==> src/pidc_pkg.sv <==
// shared types and constants of the clamped pid controller
// no dependencies; used by pidc_div and pid_controller_clamped

package pidc_pkg;

  localparam int unsigned DvdW = 64;
  localparam int unsigned DivW = 33;
  localparam int unsigned CntW = 7;

  // the derivative divide runs over the 46 bits that |de| * clock rate can reach
  localparam logic [CntW-1:0] IterDeriv = 7'd46;

  localparam logic [2:0] RegGainProp  = 3'd0;
  localparam logic [2:0] RegGainInteg = 3'd1;
  localparam logic [2:0] RegGainDeriv = 3'd2;
  localparam logic [2:0] RegIntegLim  = 3'd3;
  localparam logic [2:0] RegDerivLim  = 3'd4;
  localparam logic [2:0] RegOutLim    = 3'd5;

  typedef enum logic [4:0] {
    ST_IDLE,
    ST_MUL_I,
    ST_QEST,
    ST_QMUL,
    ST_QFIX,
    ST_INT_UPD,
    ST_MUL_D,
    ST_DIV_D_GO,
    ST_DIV_D_RUN,
    ST_DER_UPD,
    ST_MP,
    ST_AP,
    ST_MIH,
    ST_AIH,
    ST_MIL,
    ST_AIL,
    ST_MD,
    ST_AD,
    ST_RND,
    ST_OUT
  } state_t;

  typedef struct packed {
    logic            start;
    logic [CntW-1:0] iters;
  } div_req_t;

  function automatic logic signed [63:0] sat_add(input logic signed [63:0] a,
                                                 input logic signed [63:0] b);
    logic signed [64:0] s;
    s = 65'(a) + 65'(b);
    if (s > 65'sh0_7FFF_FFFF_FFFF_FFFF) return 64'sh7FFF_FFFF_FFFF_FFFF;
    if (s < -65'sh0_8000_0000_0000_0000) return 64'sh8000_0000_0000_0000;
    return s[63:0];
  endfunction

endpackage

==> src/pidc_div.sv <==
// restoring divider, one quotient bit per cycle
// depends on pidc_pkg for widths and the request struct

module pidc_div (
  input  logic                              clk,
  input  logic                              rst,
  input  pidc_pkg::div_req_t                req,
  input  logic [pidc_pkg::DvdW-1:0]         dividend,
  input  logic [pidc_pkg::DivW-2:0]         divisor,
  output logic                              busy,
  output logic [pidc_pkg::DvdW-1:0]         quotient
);

  logic [pidc_pkg::DvdW-1:0] dvd;
  logic [pidc_pkg::DivW-1:0] rem;
  logic [pidc_pkg::DivW-1:0] dsr;
  logic [pidc_pkg::CntW-1:0] cnt;
  logic [pidc_pkg::DivW-1:0] rem_sh;
  logic                      fits;

  assign rem_sh   = {rem[pidc_pkg::DivW-2:0], dvd[pidc_pkg::DvdW-1]};
  assign fits     = rem_sh >= dsr;
  assign quotient = dvd;

  always_ff @(posedge clk) begin
    if (rst) begin
      busy <= 1'b0;
      cnt  <= '0;
    end else if (req.start) begin
      busy <= 1'b1;
      cnt  <= req.iters;
      dvd  <= dividend;
      rem  <= '0;
      dsr  <= {1'b0, divisor};
    end else if (busy) begin
      // quotient bits shift in from the bottom as dividend bits leave the top
      rem  <= fits ? rem_sh - dsr : rem_sh;
      dvd  <= {dvd[pidc_pkg::DvdW-2:0], fits};
      cnt  <= cnt - 1'b1;
      if (cnt == 7'd1) busy <= 1'b0;
    end
  end

endmodule

==> config.mk <==
export PLATFORM = sky130hd
export DESIGN_NAME = pidc_div
export DESIGN_NICKNAME = d
export VERILOG_FILES = /design/src/pidc_pkg.sv /design/src/pidc_div.sv
export SDC_FILE = /design/constraint.sdc
export NUM_CORES = 1
export LEC_CHECK = 0
export ABC_AREA = 1
export BUFFER_PORTS_ARGS = -buffer_cell sky130_fd_sc_hd__buf_2
export CAP_MARGIN = 20
export CORE_MARGIN = 5
export CORE_UTILIZATION = 56
export DETAILED_ROUTE_END_ITERATION = 12
export PLACE_DENSITY = 0.81
export SLEW_MARGIN = 20
export SYNTH_ARGS = -nofsm -noshare
export SYNTH_HDL_FRONTEND = slang
export SYNTH_SLANG_ARGS = --single-unit
==> constraint.sdc <==
create_clock -name clk -period 7.81 [get_ports clk]
set_clock_uncertainty 0.15 [all_clocks]
set_input_delay 1.562 -clock clk [delete_from_list [all_inputs] [get_ports clk]]
set_output_delay 1.562 -clock clk [all_outputs]
set_load 0.01 [all_outputs]
==> metrics.md, run 1 <==
| Metric | Value |
|---|---|
| Run status | `completed` |
| Reg-to-reg startpoint | `rem[13]` |
| Final hold viol count | `0` |
| Maximum vdd ir drop | `approximately 0.00016 V` |
| Max Cap Viol | `0` |
| Boundary Pins | `171` |
| Asr flop ratio synth | `0%` |
| GP Congestion | `0.985` |
| Slowest stage delay, CP | `between 0.7 and 0.8 ns` |
| Htree depth | `4` |
| Yosys cell types | `40` |
| Startpoint types | `input pin` |
| CTS tree | `done` |
| Final setup viols | `0` |
| DR WL/cell | `around 15 um` |
| Setup TNS | `0 ns` |
| DR DRC count | `0` |
| DRT iter0 DRCs | `between 500 and 600` |
| Grt ovf | `0` |
| Maximum operating frequency | `between 0.2 and 0.25 GHz` |
| Hold_buf cts | `0` |
| Total GRT Usage | `approximately 25%` |
| Power per cell area | `between 200 and 250 nW/um^2` |
| Initial antenna violation count | `2` |
| Die area | `about 18000 um^2` |
| HP Class | `flip-flop to flip-flop` |
| Period utilisation layout | `a little over half` |
| Hold path cells | `2` |
| Area Overhead vs Synth | `18.0%` |
| #FFs+latches synth | `136` |
| Worst Hold Endpoint | `cnt[0]` |
| Post-route minimum period | `between 4 and 5 ns` |
| Setup crit end kind | `flip-flop` |
| Fillers | `around 1.3k` |
| Post-detail-place hpwl | `roughly 16000 um` |
| Number of port buffers | `170` |
| Maximum root-to-sink buffer count | `2` |
| Drt pass-1 iters | `5` |
| Top_reg_cell synth | `edfxtp_1` |
| CP Data Required Time | `7.72 ns` |
| Number of global-route vias before repair | `roughly 7.5k` |
| Vias/cell | `~5.1` |
| Crit path max fanout | `between 70 and 80` |
| Slew HR | `between 30% and 40%` |
| Slowest CP cell | `buf_4` |
| DR vias | `7599` |
| Cts repair resizes | `0` |
| Die X-Extent | `roughly 130 um` |
| Cell taking the most area after synthesis | `edfxtp_1` |
| Rows | `45` |
| Initial Utilization | `56.5%` |
| Net Count, Synth | `between 1k and 1.5k` |
| Final Max Tran Viols | `0` |
| Net switching fraction of the power | `around a third` |
| Post-CTS Setup Inserts | `0` |
| Nets@finish | `approximately 1.4k` |
| Clock share of power | `between 30% and 40%` |
| Seq/Total Area, Yosys | `about 47%` |
| Cell count after synthesis | `1131` |
| Share of the synthesized area in the top cell type | `45.1%` |
| CP arrival | `4.11 ns` |
| Combinational share of power | `24.2%` |
| DIE HEIGHT | `133 um` |
| Antenna Nets Post-Route | `0` |
| Sequential share of power | `about two fifths` |
| Cells taking the most area after synthesis | `edfxtp_1 (45%), nand2_1 (22%), inv_1 (7.6%), ha_1 (5.0%), nor2_1 (4.8%)` |
| Slew of the pin with the lowest slew margin | `~1.0 ns` |
| Crit path cell chain | `buf_2 -> buf_4 -> nor2_1 -> nor2_4 -> buf_4` |
| Core area | `15100 um^2` |
| Leakage Power | `about 5.3 nW` |
| Global-route wire length before repair | `approximately 36000 um` |
| CTS Sinks | `about 140` |
| Cell internal pwr | `between 0.001 and 0.0015 W` |
| Ys Warns | `0` |
| Switching pwr | `about 0.0007 W` |
| Post-synth EDFFs | `between 100 and 150` |
| ANT cells | `0` |
| Average size of a mapped cell | `~7.5 um^2` |
| Worst Setup SP | `req[7]` |
| Reg2reg end | `quotient[0]` |
| Worst-path clk slew | `roughly 0.060 ns` |
| Final core occ | `approximately 67%` |
| Root buf cell | `clkbuf_16` |
| FF-to-FF setup slack | `between 4 and 5 ns` |
| Crit path top cell by count | `buf_4` |
| Worst-Skew Late Latency | `~0.43 ns` |
| Worst Hold Launch | `cnt[0]` |
| CTS Buf Count | `17` |
| R2R cell count | `11` |
| Largest net degree at the start of global routing | `99` |
| Detailed Route WL | `approximately 22000 um` |
| RSZ-0062 raised after global routing | `false` |
| Mapped Area | `8520 um^2` |
| Share of post-route cells with drive strength above 1 | `around 18%` |
| WS Path Type | `input pin to flip-flop` |
cells in the mapped netlist (all sizes together), types with 4 or more instances:
| library cell | n |
|---|---|
| nand2 | 503 |
| o21ai | 5 |
| nand3 | 34 |
| nor3 | 6 |
| inv | 180 |
| ha | 34 |
| a21oi | 20 |
| dfxtp | 8 |
| nor2 | 115 |
| edfxtp | 128 |
| buf | 19 |
| xor2 | 16 |
| a31oi | 4 |
| nand3b | 25 |
| and2 | 10 |
| clkbuf | 8 |
| nand4 | 6 |
layout by cell type, fill, tap and decap left out, types with 16 or more instances in the layout:
cell,instances
nor2_1,106
nand2_1,494
edfxtp_1,128
a21oi_1,19
ha_1,34
inv_1,173
nand3b_1,25
clkbuf_16,17
xor2_1,16
buf_2,170
nand3_1,33
metal layers:
| metal | GRT usage (%) | vias up | wire length (um) |
|---|---|---|---|
| met3 | 6.95 | 31 | 1800 |
| li1 | - | 3834 | - |
| met5 | 0 | - | 25 |
| met4 | 7.60 | 4 | 374 |
| met2 | 44.3 | 276 | 10800 |
| met1 | 31.0 | 3454 | 9090 |
worst max path at each step:
stage                    to  cells after the start
2_1_floorplan   quotient[0]                      3
3_3_place_gp        rem[30]                      5
3_5_place_dp        rem[27]                      5
4_1_cts             rem[28]                      5
5_1_grt             rem[30]                      5
6_report       quotient[35]                      5
area by class of cell:
| type | instances | area [um^2] | area share [%] |
|---|---|---|---|
| flip-flops and latches | 136 | 4000 | 39.8 |
| repair buffers | 173 | 873 | 8.68 |
| inverters | 181 | 682 | 6.78 |
| clock buffers | 17 | 425 | 4.23 |
| well taps | 188 | 235 | 2.34 |
| clock inverters | 15 | 129 | 1.28 |
| multi-input cells | 787 | 3710 | 36.9 |
through the flow:
step	instances	setup slack [ns]	instance area (um^2)	total power [W]	hold WS [ns]
global route	1497	3.40	10100	0.00232	0.364
CTS	1497	3.59	10100	0.00221	0.345
floorplan	1131	1.13	8520	0.00130	0.313
detailed placement	1465	3.14	9510	0.00144	0.338
global placement	1465	3.21	9510	0.00143	0.333
finish	1497	3.61	10100	0.00220	0.349
state kept, by name, summed over array words and instances (netlist names):
signal	flops
busy	1
cnt	7
dsr	32
quotient	64
rem	32
logic make-up after synthesis:
logic type               count (synthesis)  synth area share (%)
AO/OA/AOI/OAI                           33                  2.16
flip-flops                             136                  47.0
AND/OR/NAND/NOR                        702                  34.2
adder cells (fa/ha/maj)                 35                  5.23
buffers and inverters                  208                  9.64
XOR/XNOR                                17                  1.75
power groups by stage:
stage	clock network (W)	logic [W]	registers, W
3_5_place_dp	0	0.000526	0.000916
4_1_cts	0.000773	0.000529	0.000903
3_3_place_gp	0	0.000514	0.000915
5_1_grt	0.000808	0.000604	0.000908
2_1_floorplan	0	0.000372	0.000923
6_report	0.000767	0.000532	0.000902
worst max-delay path, delay by kind of cell:
kind	cells	cell delay (ns)
buffers and inverters	3	1.42
AND/OR/NAND/NOR	2	1.06
No activity file was read; power rests on OpenSTA's default activity.
==> run 2: changes to the inputs <==
CORE_UTILIZATION = 51   (was 56)
PLACE_DENSITY = 0.78   (was 0.81)
clock period = 3.7 ns   (was 7.81 ns; I/O delays follow)
==> run 2 against run 1 <==
Against the previous run:
- register-to-register slack worse by 3.9 ns
- worst setup slack worse by 2.6 ns
- critical endpoint is now quotient[0]
- critical path type is now flip-flop to flip-flop
- flip-flop and latch count stayed put
==> metrics.md, run 2 (synthesis results as in run 1) <==
| Metric | Value |
|---|---|
| Worst-Skew Late Latency | `0.43 ns (about the same)` |
| Number of global-route vias before repair | `7348 (-2.5%)` |
| Nets@finish | `1440 (+0.21%)` |
| Setup Slack @ Placement | `0.908 ns (-2.23 ns)` |
| Detailed Route WL | `22400 um (+1.1%)` |
| Leakage Power | `5.32 nW (+0.20%)` |
| DRT iter0 DRCs | `516 (-1.7%)` |
| Drt pass-1 iters | `5 (unchanged)` |
| ANT cells | `0 (unchanged)` |
| Boundary Pins | `171 (unchanged)` |
| Die area | `19400 um^2 (+9.1%)` |
| Post-CTS Setup Inserts | `0 (unchanged)` |
| Startpoint types | `flip-flop` |
| DR WL/cell | `14.6 um (-1.2%)` |
| DIE HEIGHT | `139 um (+4.4%)` |
| Initial Utilization | `51.8% (-4.7 points)` |
| Final hold viol count | `0 (unchanged)` |
| CTS Sinks | `136 (unchanged)` |
| Rows | `47 (+4.4%)` |
| Power per cell area | `462 nW/um^2 (+110%)` |
| Root buf cell | `clkbuf_16` |
| Max reg flops | `64 (unchanged)` |
| Cts repair resizes | `0 (unchanged)` |
| Maximum operating frequency | `between 0.3 and 0.4 GHz` |
| Switching pwr | `0.00151 W (+110%)` |
| Cell internal pwr | `0.00318 W (+110%)` |
| Initial antenna violation count | `1 (-1)` |
| CP arrival | `2.73 ns (-1.38 ns)` |
| CTS Buf Count | `17 (unchanged)` |
| Period utilisation layout | `around 73%` |
| Net switching fraction of the power | `32.1% (+0.20 points)` |
| Slew of the pin with the lowest slew margin | `1.02 ns (-0.0155 ns)` |
| Final setup viols | `0 (unchanged)` |
| Crit path setup slack, layout | `0.983 ns (-2.62 ns)` |
| Post-detail-place hpwl | `16500 um (+1.8%)` |
| Sequential share of power | `40.6% (-0.4 points)` |
| Setup TNS | `0 ns (unchanged)` |
| Htree depth | `4 (unchanged)` |
| Antenna Nets Post-Route | `0 (unchanged)` |
| Total GRT Usage | `23.3% (-2.1 points)` |
| DR vias | `7528 (-0.93%)` |
| WS Path Type | `flip-flop to flip-flop` |
| CP Data Required Time | `3.71 ns (-4.01 ns)` |
| Most frequent cells in the layout | `nand2_1 (494), inv_1 (173), buf_2 (170)` |
| Hold_buf cts | `0 (unchanged)` |
| CTS tree | `done` |
| Vias/cell | `4.91 (-3.2%)` |
| Maximum vdd ir drop | `0.000311 V (+96%)` |
| Slowest stage delay, CP | `0.42 ns (-0.37 ns)` |
| Die X-Extent | `139 um (+4.4%)` |
| Run status | `completed` |
| Largest net degree at the start of global routing | `99 (unchanged)` |
| Share of post-route cells with drive strength above 1 | `18.0% (+0.26 points)` |
| Final Max Tran Viols | `0 (unchanged)` |
| Post-route minimum period | `roughly 2.7 ns` |
| Worst-path clk slew | `0.07 ns (about the same)` |
| HP Class | `input pin to flip-flop` |
| Fillers | `1480 (+16%)` |
| Clock share of power | `35.4% (+0.6 points)` |
| Max Cap Viol | `0 (unchanged)` |
| Worst Hold Slack | `0.329 ns (-0.0197 ns)` |
| DR DRC count | `0 (unchanged)` |
| Slowest CP cell | `edfxtp_1` |
| GP Congestion | `0.977 (-0.82%)` |
| Crit path max fanout | `27 (-64%)` |
| Most common cell after layout, fill and taps aside | `nand2_1` |
| Setup crit end kind | `flip-flop` |
| Crit path cell chain | `ha_1 -> nand2_1 -> nor2_1 -> a21oi_2 -> nand2_2 -> nor2_8 -> nand2_8 -> inv_4 -> o21ai_1` |
| Slew HR | `32.2% (+1.0 points)` |
| Global-route wire length before repair | `36400 um (+1.2%)` |
| RSZ-0062 raised after global routing | `false` |
| Core area | `16500 um^2 (+9.1%)` |
| Number of port buffers | `170 (unchanged)` |
| Area Overhead vs Synth | `19.1%` |
| Maximum root-to-sink buffer count | `2 (unchanged)` |
| Combinational share of power | `24.0% (-0.2 points)` |
| Grt ovf | `0 (unchanged)` |
[run 2: changes by cell type in the layout (fill, tap and decap cells not counted), sizes merged]
cell      delta
inv          +4
clkbuf       +1
clkinvlp     +3
buf          +3
clkinv       -8
[run 2: path summary, 6_finish.rpt]
| path | slack, ns | cells past startpoint | endpoint | start |
|---|---|---|---|---|
| setup / recovery | 0.98 | 9 | quotient[0] | rem[29] |
| hold / removal | 0.33 | 1 | dsr[20] | divisor[20] |
| setup reg to reg | 0.98 | 9 | quotient[0] | rem[29] |
| hold reg to reg | 0.35 | 2 | cnt[6] | cnt[6] |
[run 2: power by group through the flow]
stage                     clock network (W)  logic (W)  registers, W
after CTS                           0.00169    0.00112       0.00190
after global placement                    0    0.00110       0.00193
after detailed placement                  0    0.00112       0.00193
after floorplan                           0   0.000787       0.00194
final                               0.00166    0.00112       0.00190
after global routing                0.00175    0.00128       0.00192
[run 2: routing by layer]
metal  track usage (%)  up-vias  wire, um
met5                 0        -        20
met4              6.54        2       327
met3              6.48       27      1760
met2              39.6      254     10900
met1              29.3     3403      9380
li1                  -     3842         -
[run 2: critical path: cells and delay by family (launching register included)]
| kind | cells | cell delay [ns] |
|---|---|---|
| AND/OR/NAND/NOR | 5 | 0.91 |
| flip-flops | 1 | 0.42 |
| adder cells (fa/ha/maj) | 1 | 0.37 |
| buffers and inverters | 1 | 0.29 |
| AO/OA/AOI/OAI | 2 | 0.27 |
[run 2: final cells by class]
type	count	area, um^2	share of cell area (%)
Timing Repair Buffer	176	908	8.95
Tap cell	220	275	2.71
Sequential cell	136	4000	39.5
Clock buffer	18	429	4.23
Inverter	181	682	6.72
Clock inverter	14	138	1.36
Multi-Input combinational cell	787	3710	36.6
[run 2: through the flow]
stage	cell area, um^2	std cells	utilization (%)	total power, W
after floorplan	8530	1131	-	0.00273
final	10100	1532	61.6	0.00469
after detailed placement	9580	1500	58.2	0.00305
after CTS	10100	1532	61.6	0.00471
after global routing	10100	1532	61.6	0.00494
after global placement	9580	1500	58.2	0.00303
==> run 3: changes to the inputs <==
CORE_UTILIZATION = 56   (was 51)
PLACE_DENSITY = 0.81   (was 0.78)
clock period = 2.8 ns   (was 3.7 ns; I/O delays follow)
==> run 3 against run 2 <==
Against the previous run:
- sequential power is 33% higher
- register-to-register slack worse by 0.81 ns
- worst hold slack worse by 0.19 ns
- cell count down 2.0%
- first-iteration DRC count rose by 2.5%
- die area is 8.3% lower
- clock power increased by 48%
- power grew 38%
- global-route usage up 2.8 points
- critical endpoint is now rem[13]
==> metrics.md, run 3 (synthesis results as in run 1) <==
| Metric | Value |
|---|---|
| Run status | `completed` |
| Final setup viols | `0 (unchanged)` |
| Worst-path clk slew | `0.07 ns (about the same)` |
| Drt pass-1 iters | `5 (unchanged)` |
| Htree depth | `4 (unchanged)` |
| Die X-Extent | `133 um (-4.2%)` |
| Max reg flops | `64 (unchanged)` |
| GP Congestion | `0.999 (+2.2%)` |
| Final Max Tran Viols | `0 (unchanged)` |
| Period utilisation layout | `93.9% (+21 points)` |
| ANT cells | `0 (unchanged)` |
| Post-CTS Setup Inserts | `0 (unchanged)` |
| Startpoint types | `flip-flop` |
| RSZ-0062 raised after global routing | `false` |
| CP arrival | `2.67 ns (-0.06 ns)` |
| CTS Sinks | `136 (unchanged)` |
| WP buf/inv | `2 (+1)` |
| Tot Pwr | `0.00648 W (+38%)` |
| Final hold viol count | `0 (unchanged)` |
| CP Data Required Time | `2.84 ns (-0.87 ns)` |
| Grt ovf | `0 (unchanged)` |
| Share of post-route cells with drive strength above 1 | `18.3% (+0.28 points)` |
| Initial Utilization | `56.5% (+4.7 points)` |
| Most common cell after layout, fill and taps aside | `nand2_1` |
| Core area | `15100 um^2 (-8.4%)` |
| Slew of the pin with the lowest slew margin | `0.549 ns (-0.468 ns)` |
| Slowest stage delay, CP | `0.46 ns (+0.04 ns)` |
| Leakage Power | `5.38 nW (+1.1%)` |
| CP top delay family | `simple AND/OR/NAND/NOR gates` |
| CTS Buf Count | `17 (unchanged)` |
| Boundary Pins | `171 (unchanged)` |
| Root buf cell | `clkbuf_16` |
| Slowest CP cell | `edfxtp_1` |
| Largest net degree at the start of global routing | `99 (unchanged)` |
| Initial antenna violation count | `0 (-1)` |
| Detailed Route WL | `23200 um (+3.6%)` |
| CTS tree | `done` |
| WS Path Type | `flip-flop to flip-flop` |
| Vias/cell | `5.13 (+4.4%)` |
| Global-route wire length before repair | `36500 um (+0.42%)` |
| Total GRT Usage | `26.1% (+2.8 points)` |
| HP Class | `input pin to flip-flop` |
| Slew HR | `63.4% (+31 points)` |
| Nets@finish | `1442 (+0.14%)` |
| DR DRC count | `0 (unchanged)` |
| Post-detail-place hpwl | `16700 um (+1.3%)` |
| DR WL/cell | `15.4 um (+5.7%)` |
| Fillers | `1282 (-13%)` |
| Max Cap Viol | `0 (unchanged)` |
| Maximum root-to-sink buffer count | `2 (unchanged)` |
| DIE HEIGHT | `133 um (-4.2%)` |
| Rows | `45 (-4.3%)` |
| Dpl cells | `1470 (-2.0%)` |
| Post-route minimum period | `2.63 ns (-0.0865 ns)` |
| Maximum operating frequency | `0.380 GHz (+3.3%)` |
| DRT iter0 DRCs | `529 (+2.5%)` |
| Antenna Nets Post-Route | `0 (unchanged)` |
| Die area | `17800 um^2 (-8.3%)` |
| Worst-Skew Late Latency | `0.44 ns (about the same)` |
| Number of global-route vias before repair | `7510 (+2.2%)` |
| Final core occ | `67.8% (+6.2 points)` |
| Crit path cell chain | `ha_1 -> nand2_1 -> nor2_2 -> nand2_1 -> nor2_2 -> nand3_1 -> inv_2 -> nor2_8 -> nand2_8 -> inv_4 -> nor2_1 -> nor2_1` |
| Final non-filler cell total | `1502 (-2.0%)` |
| Number of port buffers | `170 (unchanged)` |
| Crit path max fanout | `27 (unchanged)` |
| Area Overhead vs Synth | `20.0%` |
| Most frequent cells in the layout | `nand2_1 (494), inv_1 (173), buf_2 (170)` |
| Setup crit end kind | `flip-flop` |
| Setup TNS | `0 ns (unchanged)` |
| Maximum vdd ir drop | `0.000461 V (+48%)` |
| Power per cell area | `634 nW/um^2 (+37%)` |
| DR vias | `7707 (+2.4%)` |
-- run 3: what timing repair did --
| item | in CTS | in global routing |
|---|---|---|
| resized for setup | 0 | 1 |
| hold buffers | 0 | 0 |
| endpoints found under the setup margin | 0 | 8 |
-- run 3: metrics by stage --
step | hold slack, ns | setup slack (ns) | area, um^2
after detailed placement | 0.334 | 0.180 | 9590
after global routing | 0.133 | 0.0192 | 10200
after global placement | 0.325 | 0.212 | 9590
after CTS | 0.137 | 0.168 | 10200
after floorplan | 0.311 | 0.0368 | 8550
final | 0.143 | 0.170 | 10200
-- run 3: where the power goes --
part           total [W]  switching (W)  internal (W)
logic            0.00151       0.000970      0.000536
clock network    0.00246        0.00102       0.00144
registers        0.00252      0.0000849       0.00243
total            0.00648        0.00207       0.00441
-- run 3: worst register-to-register path, stage by stage (launching register included) --
cell and delay, ns:
edfxtp_1 0.46, ha_1 0.41, nand2_1 0.15, nor2_2 0.19, nand2_1 0.10, nor2_2 0.11
nand3_1 0.14, inv_2 0.14, nor2_8 0.07, nand2_8 0.12, inv_4 0.14, nor2_1 0.15
nor2_1 0.06
-- run 3: cell type report --
type / count / area [um^2] / area share (%)
clock buffers: 17 / 425 / 4.16
clock inverters: 15 / 210 / 2.06
inverters: 181 / 682 / 6.67
multi-input cells: 787 / 3720 / 36.4
flip-flops and latches: 136 / 4000 / 39.1
well taps: 188 / 235 / 2.30
repair buffers: 178 / 952 / 9.31
-- run 3: path summary, 6_finish.rpt --
path	from	end	slack [ns]	cells past startpoint
setup / recovery	rem[13]	rem[13]	0.17	12
hold / removal	divisor[0]	dsr[0]	0.14	1
setup reg to reg	rem[13]	rem[13]	0.17	12
hold reg to reg	cnt[6]	cnt[6]	0.34	2
-- run 3: metal layers --
layer / up-vias / GRT usage [%] / part of all wire [%]
li1: 3846 / - / -
met1: 3495 / 31.7 / 40
met2: 320 / 44.3 / 49
met3: 46 / 8.16 / 9.1
met4: 0 / 8.80 / 2.6
met5: - / 0 / 0
